==> config.mk <==
export PLATFORM = sky130hd
export DESIGN_NAME = telnet_option_negotiator
export DESIGN_NICKNAME = d
export VERILOG_FILES = /design/src/hdl/tnopt_pkg.sv /design/src/hdl/tnopt_flag_mem.sv /design/src/hdl/tnopt_parse.sv /design/src/hdl/tnopt_reply.sv /design/src/hdl/telnet_option_negotiator.sv
export SDC_FILE = /design/constraint.sdc
export NUM_CORES = 2
export LEC_CHECK = 0
export CORE_AREA = 3 3 383 272
export CTS_CLUSTER_SIZE = 20
export DETAILED_ROUTE_END_ITERATION = 8
export DIE_AREA = 0 0 386 275
export DONT_BUFFER_PORTS = 1
export PLACE_DENSITY = 0.75
export SYNTH_ARGS = -nofsm -noshare
export SYNTH_HDL_FRONTEND = slang
export SYNTH_SLANG_ARGS = --single-unit
==> constraint.sdc <==
create_clock -name clock -period 9.94 [get_ports clock]
set_clock_uncertainty 0.15 [all_clocks]
set_input_delay 1.491 -clock clock [delete_from_list [all_inputs] [get_ports clock]]
set_output_delay 1.491 -clock clock [all_outputs]
set_load 0.02 [all_outputs]
==> src/hdl/tnopt_pkg.sv <==
// Shared types and constants for the telnet option negotiator.
package tnopt_pkg;

   // Telnet command bytes
   localparam logic [7:0] B_IAC  = 8'd255;
   localparam logic [7:0] B_DONT = 8'd254;
   localparam logic [7:0] B_DO   = 8'd253;
   localparam logic [7:0] B_WONT = 8'd252;
   localparam logic [7:0] B_WILL = 8'd251;
   localparam logic [7:0] B_SB   = 8'd250;
   localparam logic [7:0] B_GA   = 8'd249;
   localparam logic [7:0] B_SE   = 8'd240;
   localparam logic [7:0] B_EOR  = 8'd239;
   localparam logic [7:0] B_NL   = 8'd10;

   // Option numbers
   localparam logic [7:0] OPT_ECHO    = 8'd1;
   localparam logic [7:0] OPT_SGA     = 8'd3;
   localparam logic [7:0] OPT_TTYPE   = 8'd24;
   localparam logic [7:0] OPT_EOR     = 8'd25;
   localparam logic [7:0] OPT_NAWS    = 8'd31;
   localparam logic [7:0] OPT_CHARSET = 8'd42;
   localparam logic [7:0] OPT_MCCP1   = 8'd85;
   localparam logic [7:0] OPT_MCCP2   = 8'd86;
   localparam logic [7:0] OPT_MSP     = 8'd90;
   localparam logic [7:0] OPT_MXP     = 8'd91;
   localparam logic [7:0] OPT_ZMP     = 8'd93;
   localparam logic [7:0] OPT_ATCP    = 8'd200;

   // Result kinds
   localparam logic [2:0] KIND_DATA  = 3'd0;
   localparam logic [2:0] KIND_REPLY = 3'd1;
   localparam logic [2:0] KIND_PAY   = 3'd2;
   localparam logic [2:0] KIND_END   = 3'd3;
   localparam logic [2:0] KIND_GA    = 3'd4;
   localparam logic [2:0] KIND_COMP  = 3'd5;
   localparam logic [2:0] KIND_DISC  = 3'd6;

   localparam logic [1:0] MCCP_NONE = 2'd0;
   localparam logic [1:0] MCCP_V1   = 2'd1;
   localparam logic [1:0] MCCP_V2   = 2'd2;

   // Sent-flag bits per option
   localparam int FLAG_W = 4;
   localparam logic [FLAG_W-1:0] F_DO   = 4'b0001;
   localparam logic [FLAG_W-1:0] F_DONT = 4'b0010;
   localparam logic [FLAG_W-1:0] F_WILL = 4'b0100;
   localparam logic [FLAG_W-1:0] F_WONT = 4'b1000;
   localparam int OPT_NUM = 256;
   localparam int OPT_W   = 8;

   // Subnegotiation payload counter
   localparam int CNT_W = 14;
   localparam logic [CNT_W-1:0] CNT_MAX = 14'd16383;

   // Configuration register indexes
   localparam int CSR_IDX_W  = 3;
   localparam int CSR_DATA_W = 2;
   localparam logic [CSR_IDX_W-1:0] CSR_GA_TO_NEWLINE   = 3'd0;
   localparam logic [CSR_IDX_W-1:0] CSR_ECHO_ACCEPT     = 3'd1;
   localparam logic [CSR_IDX_W-1:0] CSR_MXP_MODE        = 3'd2;
   localparam logic [CSR_IDX_W-1:0] CSR_NAWS_ENABLE     = 3'd3;
   localparam logic [CSR_IDX_W-1:0] CSR_COMPRESS_ENABLE = 3'd4;
   localparam logic [CSR_IDX_W-1:0] CSR_ZMP_ENABLE      = 3'd5;
   localparam logic [CSR_IDX_W-1:0] CSR_ATCP_ENABLE     = 3'd6;
   localparam logic [CSR_IDX_W-1:0] CSR_MSP_ENABLE      = 3'd7;

   typedef struct packed {
      logic       ga_to_newline;
      logic       echo_accept;
      logic [1:0] mxp_mode;
      logic       naws_enable;
      logic       compress_enable;
      logic       zmp_enable;
      logic       atcp_enable;
      logic       msp_enable;
   } cfg_type;

   localparam cfg_type CFG_RESET = '{
      ga_to_newline:   1'b0,
      echo_accept:     1'b1,
      mxp_mode:        2'd1,
      naws_enable:     1'b0,
      compress_enable: 1'b1,
      zmp_enable:      1'b0,
      atcp_enable:     1'b0,
      msp_enable:      1'b0
   };

   // Parser phase, one-hot
   typedef enum logic [10:0] {
      PH_NONE    = 11'b000_0000_0001,
      PH_IAC     = 11'b000_0000_0010,
      PH_WILL    = 11'b000_0000_0100,
      PH_WONT    = 11'b000_0000_1000,
      PH_DO      = 11'b000_0001_0000,
      PH_DONT    = 11'b000_0010_0000,
      PH_SB      = 11'b000_0100_0000,
      PH_SUB     = 11'b000_1000_0000,
      PH_SUB_IAC = 11'b001_0000_0000,
      PH_C1      = 11'b010_0000_0000,
      PH_C1_WILL = 11'b100_0000_0000
   } phase_type;

   // What a parsed request turns into
   typedef enum logic [2:0] {
      JOB_NONE,
      JOB_DATA,
      JOB_GA,
      JOB_PAY,
      JOB_END,
      JOB_DISC,
      JOB_C1,
      JOB_NEG
   } job_op_type;

   typedef struct packed {
      job_op_type op;
      logic [7:0] byte_val;  // data/payload byte, or reply command
      logic [7:0] opt;
      logic       nl;        // newline follows GA
      logic       echo;      // echo suppression after this request
   } job_type;

endpackage

==> src/hdl/tnopt_flag_mem.sv <==
// Per-option sent-flag memory: 256 x 4, one write and one registered read port.
module tnopt_flag_mem
   import tnopt_pkg::*;
(
   input  logic              clock,
   input  logic              reset,
   input  logic              we,
   input  logic [OPT_W-1:0]  waddr,
   input  logic [FLAG_W-1:0] wdata,
   input  logic              re,
   input  logic [OPT_W-1:0]  raddr,
   output logic [FLAG_W-1:0] rdata
);

   logic [FLAG_W-1:0]  mem [OPT_NUM];
   logic [OPT_NUM-1:0] valid_ff;
   logic [FLAG_W-1:0]  rdata_ff;

   always_ff @(posedge clock) begin
      if (we) begin
         mem[waddr] <= wdata;
      end
      if (re) begin
         rdata_ff <= valid_ff[raddr] ? mem[raddr] : '0;
      end
   end

   // entries never written read as zero
   always_ff @(posedge clock) begin
      if (reset) begin
         valid_ff <= '0;
      end else if (we) begin
         valid_ff[waddr] <= 1'b1;
      end
   end

   assign rdata = rdata_ff;

endmodule

==> src/hdl/tnopt_parse.sv <==
// Byte parser: telnet phase tracking, option policy and subnegotiation counting.
module tnopt_parse
   import tnopt_pkg::*;
#(
   parameter int SUBNEG_MAX = 8192
)
(
   input  logic       clock,
   input  logic       reset,
   input  logic       accept,
   input  logic [7:0] rx_byte,
   input  cfg_type    cfg,
   output job_type    job_in
);

   phase_type        phase_ff, phase_in;
   logic [7:0]       sub_option_ff, sub_option_in;
   logic [CNT_W-1:0] count_ff, count_in;
   logic             mccp2_ff, mccp2_in;
   logic             echo_off_ff, echo_off_in;
   logic             will_yes, do_yes;
   logic             below_max;

   assign below_max = count_ff < CNT_W'(SUBNEG_MAX);

   always_comb begin
      unique case (rx_byte)
         OPT_MCCP1:   will_yes = cfg.compress_enable && !mccp2_ff;
         OPT_MCCP2:   will_yes = cfg.compress_enable;
         OPT_SGA,
         OPT_CHARSET: will_yes = 1'b1;
         OPT_ECHO:    will_yes = cfg.echo_accept;
         OPT_MXP:     will_yes = cfg.mxp_mode != 2'd0;
         OPT_EOR:     will_yes = cfg.ga_to_newline;
         OPT_ZMP:     will_yes = cfg.zmp_enable;
         OPT_ATCP:    will_yes = cfg.atcp_enable;
         OPT_MSP:     will_yes = cfg.msp_enable;
         default:     will_yes = 1'b0;
      endcase
   end

   always_comb begin
      unique case (rx_byte)
         OPT_SGA,
         OPT_ECHO,
         OPT_CHARSET,
         OPT_TTYPE:   do_yes = 1'b1;
         OPT_NAWS:    do_yes = cfg.naws_enable;
         OPT_MXP:     do_yes = cfg.mxp_mode != 2'd0;
         default:     do_yes = 1'b0;
      endcase
   end

   always_comb begin
      phase_in      = PH_NONE;
      sub_option_in = sub_option_ff;
      count_in      = count_ff;
      mccp2_in      = mccp2_ff;
      echo_off_in   = echo_off_ff;
      job_in.op       = JOB_NONE;
      job_in.byte_val = rx_byte;
      job_in.opt      = sub_option_ff;
      job_in.nl       = cfg.ga_to_newline;

      unique case (phase_ff)
         PH_IAC: begin
            sub_option_in = '0;
            job_in.opt    = '0;
            unique case (rx_byte)
               B_EOR,
               B_GA:    job_in.op = JOB_GA;
               B_SB:    phase_in = PH_SB;
               B_WILL:  phase_in = PH_WILL;
               B_WONT:  phase_in = PH_WONT;
               B_DO:    phase_in = PH_DO;
               B_DONT:  phase_in = PH_DONT;
               B_IAC:   job_in.op = JOB_DATA;
               default: job_in.op = JOB_NONE;
            endcase
         end
         PH_WILL: begin
            job_in.op       = JOB_NEG;
            job_in.opt      = rx_byte;
            job_in.byte_val = will_yes ? B_DO : B_DONT;
            if (will_yes && rx_byte == OPT_MCCP2) begin
               mccp2_in = 1'b1;
            end
            if (will_yes && rx_byte == OPT_ECHO) begin
               echo_off_in = 1'b1;
            end
         end
         PH_WONT: begin
            job_in.op       = JOB_NEG;
            job_in.opt      = rx_byte;
            job_in.byte_val = B_DONT;
            if (rx_byte == OPT_ECHO && cfg.echo_accept) begin
               echo_off_in = 1'b0;
            end
         end
         PH_DO: begin
            job_in.op       = JOB_NEG;
            job_in.opt      = rx_byte;
            job_in.byte_val = do_yes ? B_WILL : B_WONT;
         end
         PH_DONT: begin
            job_in.op       = JOB_NEG;
            job_in.opt      = rx_byte;
            job_in.byte_val = B_WONT;
         end
         PH_SB: begin
            if (rx_byte == OPT_MCCP1) begin
               phase_in = PH_C1;
            end else begin
               sub_option_in = rx_byte;
               count_in      = '0;
               phase_in      = PH_SUB;
            end
         end
         PH_SUB: begin
            if (rx_byte == B_IAC) begin
               phase_in = PH_SUB_IAC;
            end else if (below_max) begin
               count_in  = count_ff + 1'b1;
               phase_in  = PH_SUB;
               job_in.op = JOB_PAY;
            end else begin
               count_in  = '0;
               job_in.op = JOB_DISC;
            end
         end
         PH_SUB_IAC: begin
            if (rx_byte == B_IAC) begin
               if (count_ff != CNT_MAX) begin
                  count_in = count_ff + 1'b1;
               end
               phase_in  = PH_SUB;
               job_in.op = JOB_PAY;
            end else begin
               job_in.op = JOB_END;
            end
         end
         PH_C1: begin
            phase_in = (rx_byte == B_WILL) ? PH_C1_WILL : PH_NONE;
         end
         PH_C1_WILL: begin
            if (rx_byte == B_SE) begin
               job_in.op = JOB_C1;
            end
         end
         default: begin
            // plain data, and any phase code that means nothing
            if (rx_byte == B_IAC) begin
               phase_in = PH_IAC;
            end else begin
               job_in.op = JOB_DATA;
            end
         end
      endcase

      job_in.echo = echo_off_in;
   end

   always_ff @(posedge clock) begin
      if (reset) begin
         phase_ff      <= PH_NONE;
         sub_option_ff <= '0;
         count_ff      <= '0;
         mccp2_ff      <= 1'b0;
         echo_off_ff   <= 1'b0;
      end else if (accept) begin
         phase_ff      <= phase_in;
         sub_option_ff <= sub_option_in;
         count_ff      <= count_in;
         mccp2_ff      <= mccp2_in;
         echo_off_ff   <= echo_off_in;
      end
   end

endmodule

==> src/hdl/tnopt_reply.sv <==
// Reply stage: sent-flag read-modify-write and the result output register.
module tnopt_reply
   import tnopt_pkg::*;
(
   input  logic       clock,
   input  logic       reset,
   input  logic       accept,
   input  job_type    job_in,
   input  logic [7:0] rx_byte,
   output logic       job_ready,
   output logic       rsp_valid,
   input  logic       rsp_stall,
   output logic [2:0] rsp_kind,
   output logic [7:0] rsp_value,
   output logic [7:0] rsp_option_code,
   output logic [1:0] rsp_mccp_version,
   output logic       rsp_echo_suppressed,
   output logic       rsp_last
);

   job_type           job_ff;
   logic              job_valid_ff;
   logic              fwd_ff;
   logic [FLAG_W-1:0] fwd_data_ff;
   job_type           em_ff;
   logic [1:0]        em_left_ff;
   logic [1:0]        em_idx_ff;

   logic [FLAG_W-1:0] rd_data, cur_flags, set_mask, clr_mask, wdata;
   logic              mem_we, dup, deliver, em_free, xfer;
   logic [1:0]        job_cnt;

   tnopt_flag_mem u_flag_mem (
      .clock (clock),
      .reset (reset),
      .we    (mem_we),
      .waddr (job_ff.opt),
      .wdata (wdata),
      .re    (accept),
      .raddr (rx_byte),
      .rdata (rd_data)
   );

   always_comb begin
      unique case (job_ff.byte_val)
         B_DO: begin
            set_mask = F_DO;
            clr_mask = F_DONT;
         end
         B_DONT: begin
            set_mask = F_DONT;
            clr_mask = F_DO;
         end
         B_WILL: begin
            set_mask = F_WILL;
            clr_mask = F_WONT;
         end
         default: begin
            set_mask = F_WONT;
            clr_mask = F_WILL;
         end
      endcase
   end

   // a write in the cycle of the read is not seen by the memory output
   assign cur_flags = fwd_ff ? fwd_data_ff : rd_data;
   assign dup       = (cur_flags & set_mask) != '0;
   assign wdata     = (cur_flags | set_mask) & ~clr_mask;

   always_comb begin
      unique case (job_ff.op)
         JOB_NONE: job_cnt = 2'd0;
         JOB_GA:   job_cnt = job_ff.nl ? 2'd2 : 2'd1;
         JOB_END:  job_cnt = (job_ff.opt == OPT_MCCP2) ? 2'd2 : 2'd1;
         JOB_NEG:  job_cnt = dup ? 2'd0 : 2'd3;
         default:  job_cnt = 2'd1;
      endcase
   end

   assign rsp_valid = em_left_ff != 2'd0;
   assign rsp_last  = em_left_ff == 2'd1;
   assign deliver   = rsp_valid && !rsp_stall;
   assign em_free   = !rsp_valid || (deliver && rsp_last);
   assign xfer      = job_valid_ff && em_free;
   assign job_ready = !job_valid_ff || xfer;
   assign mem_we    = xfer && job_ff.op == JOB_NEG && !dup;

   always_ff @(posedge clock) begin
      if (reset) begin
         job_valid_ff <= 1'b0;
      end else if (accept) begin
         job_valid_ff <= 1'b1;
      end else if (xfer) begin
         job_valid_ff <= 1'b0;
      end
   end

   always_ff @(posedge clock) begin
      if (accept) begin
         job_ff      <= job_in;
         fwd_ff      <= mem_we && job_ff.opt == rx_byte;
         fwd_data_ff <= wdata;
      end
   end

   always_ff @(posedge clock) begin
      if (reset) begin
         em_left_ff <= '0;
         em_idx_ff  <= '0;
      end else if (xfer) begin
         em_left_ff <= job_cnt;
         em_idx_ff  <= '0;
      end else if (deliver) begin
         em_left_ff <= em_left_ff - 1'b1;
         em_idx_ff  <= em_idx_ff + 1'b1;
      end
   end

   always_ff @(posedge clock) begin
      if (xfer) begin
         em_ff <= job_ff;
      end
   end

   always_comb begin
      rsp_kind         = KIND_DATA;
      rsp_value        = '0;
      rsp_option_code  = '0;
      rsp_mccp_version = MCCP_NONE;
      unique case (em_ff.op)
         JOB_DATA: begin
            rsp_value = em_ff.byte_val;
         end
         JOB_GA: begin
            if (em_idx_ff == 2'd0) begin
               rsp_kind = KIND_GA;
            end else begin
               rsp_value = B_NL;
            end
         end
         JOB_PAY: begin
            rsp_kind        = KIND_PAY;
            rsp_value       = em_ff.byte_val;
            rsp_option_code = em_ff.opt;
         end
         JOB_END: begin
            if (em_idx_ff == 2'd0) begin
               rsp_kind        = KIND_END;
               rsp_option_code = em_ff.opt;
            end else begin
               rsp_kind         = KIND_COMP;
               rsp_option_code  = OPT_MCCP2;
               rsp_mccp_version = MCCP_V2;
            end
         end
         JOB_DISC: begin
            rsp_kind        = KIND_DISC;
            rsp_option_code = em_ff.opt;
         end
         JOB_C1: begin
            rsp_kind         = KIND_COMP;
            rsp_option_code  = OPT_MCCP1;
            rsp_mccp_version = MCCP_V1;
         end
         JOB_NEG: begin
            rsp_kind        = KIND_REPLY;
            rsp_option_code = em_ff.opt;
            if (em_idx_ff == 2'd0) begin
               rsp_value = B_IAC;
            end else if (em_idx_ff == 2'd1) begin
               rsp_value = em_ff.byte_val;
            end else begin
               rsp_value = em_ff.opt;
            end
         end
         default: begin
            rsp_kind = KIND_DATA;
         end
      endcase
   end

   assign rsp_echo_suppressed = em_ff.echo;

   // only a negotiation reply spans three results
   a_three_only_neg: assert property (@(posedge clock) disable iff (reset)
      em_left_ff == 2'd3 |-> em_ff.op == JOB_NEG)
      else $error("three results pending for a non-reply request");

   // a reply starts with IAC
   a_reply_iac_first: assert property (@(posedge clock) disable iff (reset)
      rsp_valid && rsp_kind == KIND_REPLY && em_idx_ff == 2'd0 |-> rsp_value == B_IAC)
      else $error("reply does not start with IAC");

   // written flags hold the answer sent and never its opposite
   a_flag_write: assert property (@(posedge clock) disable iff (reset)
      mem_we |-> (wdata & set_mask) != '0 && (wdata & clr_mask) == '0)
      else $error("sent-flag write is inconsistent");

   // a waiting request moves into the output register once the last result leaves
   a_hand_on: assert property (@(posedge clock) disable iff (reset)
      deliver && rsp_last && job_valid_ff |=> em_idx_ff == 2'd0)
      else $error("pending request not moved to output");

endmodule

==> src/hdl/telnet_option_negotiator.sv <==
// Telnet receive deframer with option negotiation, top level.
// A request passes the job register, then the output register, before its
// first result is valid. Throughput: one request per cycle while each yields
// at most one result and rsp_stall is low; a negotiation answer has three
// results from the single result register. Reset (synchronous): parser idle,
// sent-flag valid bits, config defaults restored; no flag memory clearing pass.
module telnet_option_negotiator
   import tnopt_pkg::*;
#(
   parameter int SUBNEG_MAX = 8192
)
(
   input  logic                  clock,
   input  logic                  reset,
   input  logic                  req_valid,
   output logic                  req_stall,
   input  logic [7:0]            req_rx_byte,
   output logic                  rsp_valid,
   input  logic                  rsp_stall,
   output logic [2:0]            rsp_kind,
   output logic [7:0]            rsp_value,
   output logic [7:0]            rsp_option_code,
   output logic [1:0]            rsp_mccp_version,
   output logic                  rsp_echo_suppressed,
   output logic                  rsp_last,
   input  logic                  csr_write,
   input  logic [CSR_IDX_W-1:0]  csr_index,
   input  logic [CSR_DATA_W-1:0] csr_data
);

   cfg_type cfg_ff;
   job_type job_in;
   logic    job_ready;
   logic    accept;

   assign req_stall = !job_ready;
   assign accept    = req_valid && job_ready;

   always_ff @(posedge clock) begin
      if (reset) begin
         cfg_ff <= CFG_RESET;
      end else if (csr_write) begin
         unique case (csr_index)
            CSR_GA_TO_NEWLINE:   cfg_ff.ga_to_newline   <= csr_data[0];
            CSR_ECHO_ACCEPT:     cfg_ff.echo_accept     <= csr_data[0];
            CSR_MXP_MODE:        cfg_ff.mxp_mode        <= csr_data;
            CSR_NAWS_ENABLE:     cfg_ff.naws_enable     <= csr_data[0];
            CSR_COMPRESS_ENABLE: cfg_ff.compress_enable <= csr_data[0];
            CSR_ZMP_ENABLE:      cfg_ff.zmp_enable      <= csr_data[0];
            CSR_ATCP_ENABLE:     cfg_ff.atcp_enable     <= csr_data[0];
            CSR_MSP_ENABLE:      cfg_ff.msp_enable      <= csr_data[0];
            default:             cfg_ff                 <= cfg_ff;
         endcase
      end
   end

   tnopt_parse #(
      .SUBNEG_MAX (SUBNEG_MAX)
   ) u_parse (
      .clock   (clock),
      .reset   (reset),
      .accept  (accept),
      .rx_byte (req_rx_byte),
      .cfg     (cfg_ff),
      .job_in  (job_in)
   );

   tnopt_reply u_reply (
      .clock               (clock),
      .reset               (reset),
      .accept              (accept),
      .job_in              (job_in),
      .rx_byte             (req_rx_byte),
      .job_ready           (job_ready),
      .rsp_valid           (rsp_valid),
      .rsp_stall           (rsp_stall),
      .rsp_kind            (rsp_kind),
      .rsp_value           (rsp_value),
      .rsp_option_code     (rsp_option_code),
      .rsp_mccp_version    (rsp_mccp_version),
      .rsp_echo_suppressed (rsp_echo_suppressed),
      .rsp_last            (rsp_last)
   );

endmodule
==> key figures <==
Outcome
  • Outcome: complete, no violations

Floorplan
  • Initial Util: 0.546
  • # IOs: 43
  • Die area: 106,000 sq um
  • Die Width: 386 um
  • Die height: 275 um
  • Core Area: 101,000 sq um
  • Cell Rows: 98

Cells and area
  • Fraction of layout cells with a size suffix above 1: 0.171
  • Area of the multi-input gates: 15,600 sq um
  • Antenna diodes: 0
  • Area Overhead vs Synth: 8.80%
  • Final #Nets: approximately 3,500
  • Number of fill cells: 7,315
  • Post-route cell area: 60,100 sq um
  • Most frequent cells in the layout: 1,074 x edfxtp_1, 590 x nor2_1, 371 x a21oi_1, 320 x mux4_2, 305 x dfxtp_1
  • Most common cell after layout, fill and taps aside: edfxtp_1
  • Register area: 38,400 sq um
  • Final Core Density: 0.594

Synthesis
  • Post-synth ARST share: 0
  • Yosys warning count: 0
  • Syn_area_per_cell: between 15 and 20 sq um
  • EDFF count, synth: 1,074
  • Mapped Cells: around 3,500
  • Most used DFF post-synth: edfxtp_1
  • Post-Syn Nets: between 3,000 and 4,000
  • Seq cells post-synth: 1,379
  • Cell area after synthesis: 55,200 sq um
  • Seq/Total Area, Yosys: 0.695
  • Synth cell types: 69

STA
  • Slew HR: 0.149
  • RSZ-0062 raised after global routing: no
  • Final setup violation count: 0
  • Slew @ Worst Pin: 1.27 ns
  • Achievable Freq: around 220 MHz
  • Max Slew Vio Count: 0
  • Worst hold slack: 0.296 ns
  • Min cycle time layout: 4.57 ns
  • Final Hold Fails: 0
  • Period utilisation layout: 0.459
  • Setup TNS: 0 ns

Detailed routing
  • Final antenna-violating net count: 0
  • Wire per inst: between 20 and 30 um
  • Residual DRC: 0
  • Met3 wire length: 17,100 um
  • Routed WL: 134,000 um
  • Post-Route M1 WL: 54,500 um
  • Vias/cell: between 6 and 7
  • Initial DRC count: 4,568
  • Metal2 WL: between 50,000 and 60,000 um
  • Via count: between 30,000 and 40,000
  • Top layer in use: met5
  • Router iterations before antenna repair: 6

Power and ir drop
  • Lkg Pwr: around 18 nW
  • P per Cell Area: between 150 and 200 nW/um^2
  • Worst vdd ir: 0.168 mV

Worst hold path
  • Worst hold start: u_reply.job_ff[14]$_DFFE_PP_
  • Hold Path Class: reg -> reg

Clocking
  • Clk pin slew, worst setup/hold paths: ~0.070 ns
  • Post-cts sizing count: 0
  • CTS tree: built
  • CTS H-Tree Depth: 3
  • Worst skew pair latency: ~0.74 ns
  • CTS root buf: clkbuf_16
  • CTS Buffer Depth: 3
  • Clock buffer count from CTS: 120
  • Hold_buf cts: 0
  • CTS Sinks: ~1,400
  • Setup Fix Bufs, Post-CTS: 0

Critical path
  • Largest stage delay, worst path: 0.66 ns
  • Cell mode on critical path: inv_1
  • Critical Path RT: between 10 and 15 ns
  • Worst Setup Path Type: in -> reg
  • Worst R2R Start: u_reply.em_left_ff[0]$_SDFFE_PP0P_
  • Worst Setup End Kind: flop
  • CP Launch Type: input pin
  • Crit-path slowest cell: nand3_1
  • Crit-path cells: inv_1 > a21oi_1 > nand2b_1 > inv_1 > nand4_2 > buf_4 > nor2_2 > nand3_1 > nor2_1
  • Crit-path max FO: 27
  • WP data arrival: 4.78 ns
  • CP startpoint: rsp_stall

Global route
  • Vias in the first global route: about 31,000
  • Global-route wire length before repair: 201,000 um
  • Largest net degree at the start of global routing: about 340
  • Global router's overall resource usage: 0.255
  • Initial antenna violation count: 3
  • Overflow after GRT: 0

Place
  • RD Place Congestion: 0.875
  • Post-DP Area: roughly 56,000 sq um
  • DP Wirelength: 74,800 um
  • Port Buf Inserts: 0

Job
  • Max Cap Viol: 0
==> path summary, 6_finish.rpt <==
check	slack (ns)	cells after the start	end
worst max-delay path	5.37	9	u_reply.u_flag_mem.mem[244][2]$_DFFE_PP_
worst min-delay path	0.30	0	u_reply.em_ff[14]$_DFFE_PP_
worst max register to register	5.44	9	u_reply.u_flag_mem.mem[244][2]$_DFFE_PP_
worst min register to register	0.30	0	u_reply.em_ff[14]$_DFFE_PP_
==> critical path: cells and delay by family <==
kind	cells	cell delay, ns
AO/OA/AOI/OAI	1	0.06
buffers and inverters	3	1.02
AND/OR/NAND/NOR	5	2.19
==> flip-flops by register name (all words and copies together) (netlist names), 2 cells and up <==
signal                       count
u_reply.u_flag_mem.valid_ff    256
u_reply.em_ff                   19
u_reply.job_ff                  21
u_parse.count_ff                14
u_reply.em_left_ff               2
u_reply.u_flag_mem.mem        1024
cfg_ff                           9
u_reply.em_idx_ff                2
u_parse.phase_ff                11
u_parse.sub_option_ff            8
u_reply.u_flag_mem.rdata         4
u_reply.fwd_data_ff              4
==> cell usage after synthesis (4+ instances only) <==
master,instances,area share
a31oi_1,5,0.00057
xor2_1,13,0.0021
nor3_4,8,0.0024
o41ai_1,16,0.0025
nand2b_1,17,0.0019
a22oi_1,170,0.023
a21oi_1,371,0.034
nor4_4,7,0.0027
nand4_1,21,0.0024
nor4_1,6,0.00068
and3_1,5,0.00057
inv_1,19,0.0013
nand3_1,36,0.0033
or2_2,8,0.00091
nor2b_1,23,0.0026
nor3b_1,5,0.00068
a21o_1,4,0.00054
nand2_1,84,0.0057
and2_1,9,0.0010
buf_4,20,0.0027
nor2_1,593,0.040
o211ai_1,4,0.00054
xnor2_1,12,0.0019
buf_2,44,0.0040
or4_1,11,0.0015
ha_1,6,0.0014
edfxtp_1,1074,0.58
mux2i_1,14,0.0025
clkbuf_1,146,0.0099
a41oi_1,5,0.00079
buf_1,21,0.0014
mux4_2,320,0.13
nand3b_1,5,0.00068
dfxtp_1,305,0.11
nor3_1,18,0.0016
o21ai_0,35,0.0032
buf_6,22,0.0045
==> power breakdown <==
group	total (mW)	switching, mW	internal [mW]
combinational	0.591	0.420	0.171
clock	4.70	2.11	2.59
sequential	6.34	0.0374	6.30
==> per-stage QoR <==
stage          std cells  worst slack [ns]  power, mW
2_1_floorplan       3534              1.59       6.92
3_3_place_gp        4677              4.79       7.04
3_5_place_dp        4677              4.70       7.04
4_1_cts             4904              5.46       11.7
5_1_grt             4904              5.20       11.9
6_report            4904              5.37       11.6
==> layout make-up <==
| class | instances | share of cell area |
|---|---|---|
| Multi-Input combinational cell | 1879 | 0.259 |
| Timing Repair Buffer | 50 | 0.00667 |
| Clock buffer | 152 | 0.0541 |
| Clock inverter | 75 | 0.0120 |
| Inverter | 19 | 0.00119 |
| Sequential cell | 1379 | 0.639 |
| Tap cell | 1350 | 0.0281 |
==> cells by family after synthesis <==
kind of cell | share of synthesized area
AND/OR/NAND/NOR | 0.0725
XOR/XNOR | 0.00397
AO/OA/AOI/OAI | 0.0689
adder cells (fa/ha/maj) | 0.00136
multiplexers | 0.133
buffers and inverters | 0.0251
flip-flops | 0.695
==> routing by layer <==
metal  GRT usage  vias up
met4      0.0607        2
met1       0.381    16200
li1            -    13500
met3      0.0739      243
met5           0        -
met2       0.372     2055
No activity file was read; power rests on OpenSTA's default activity.
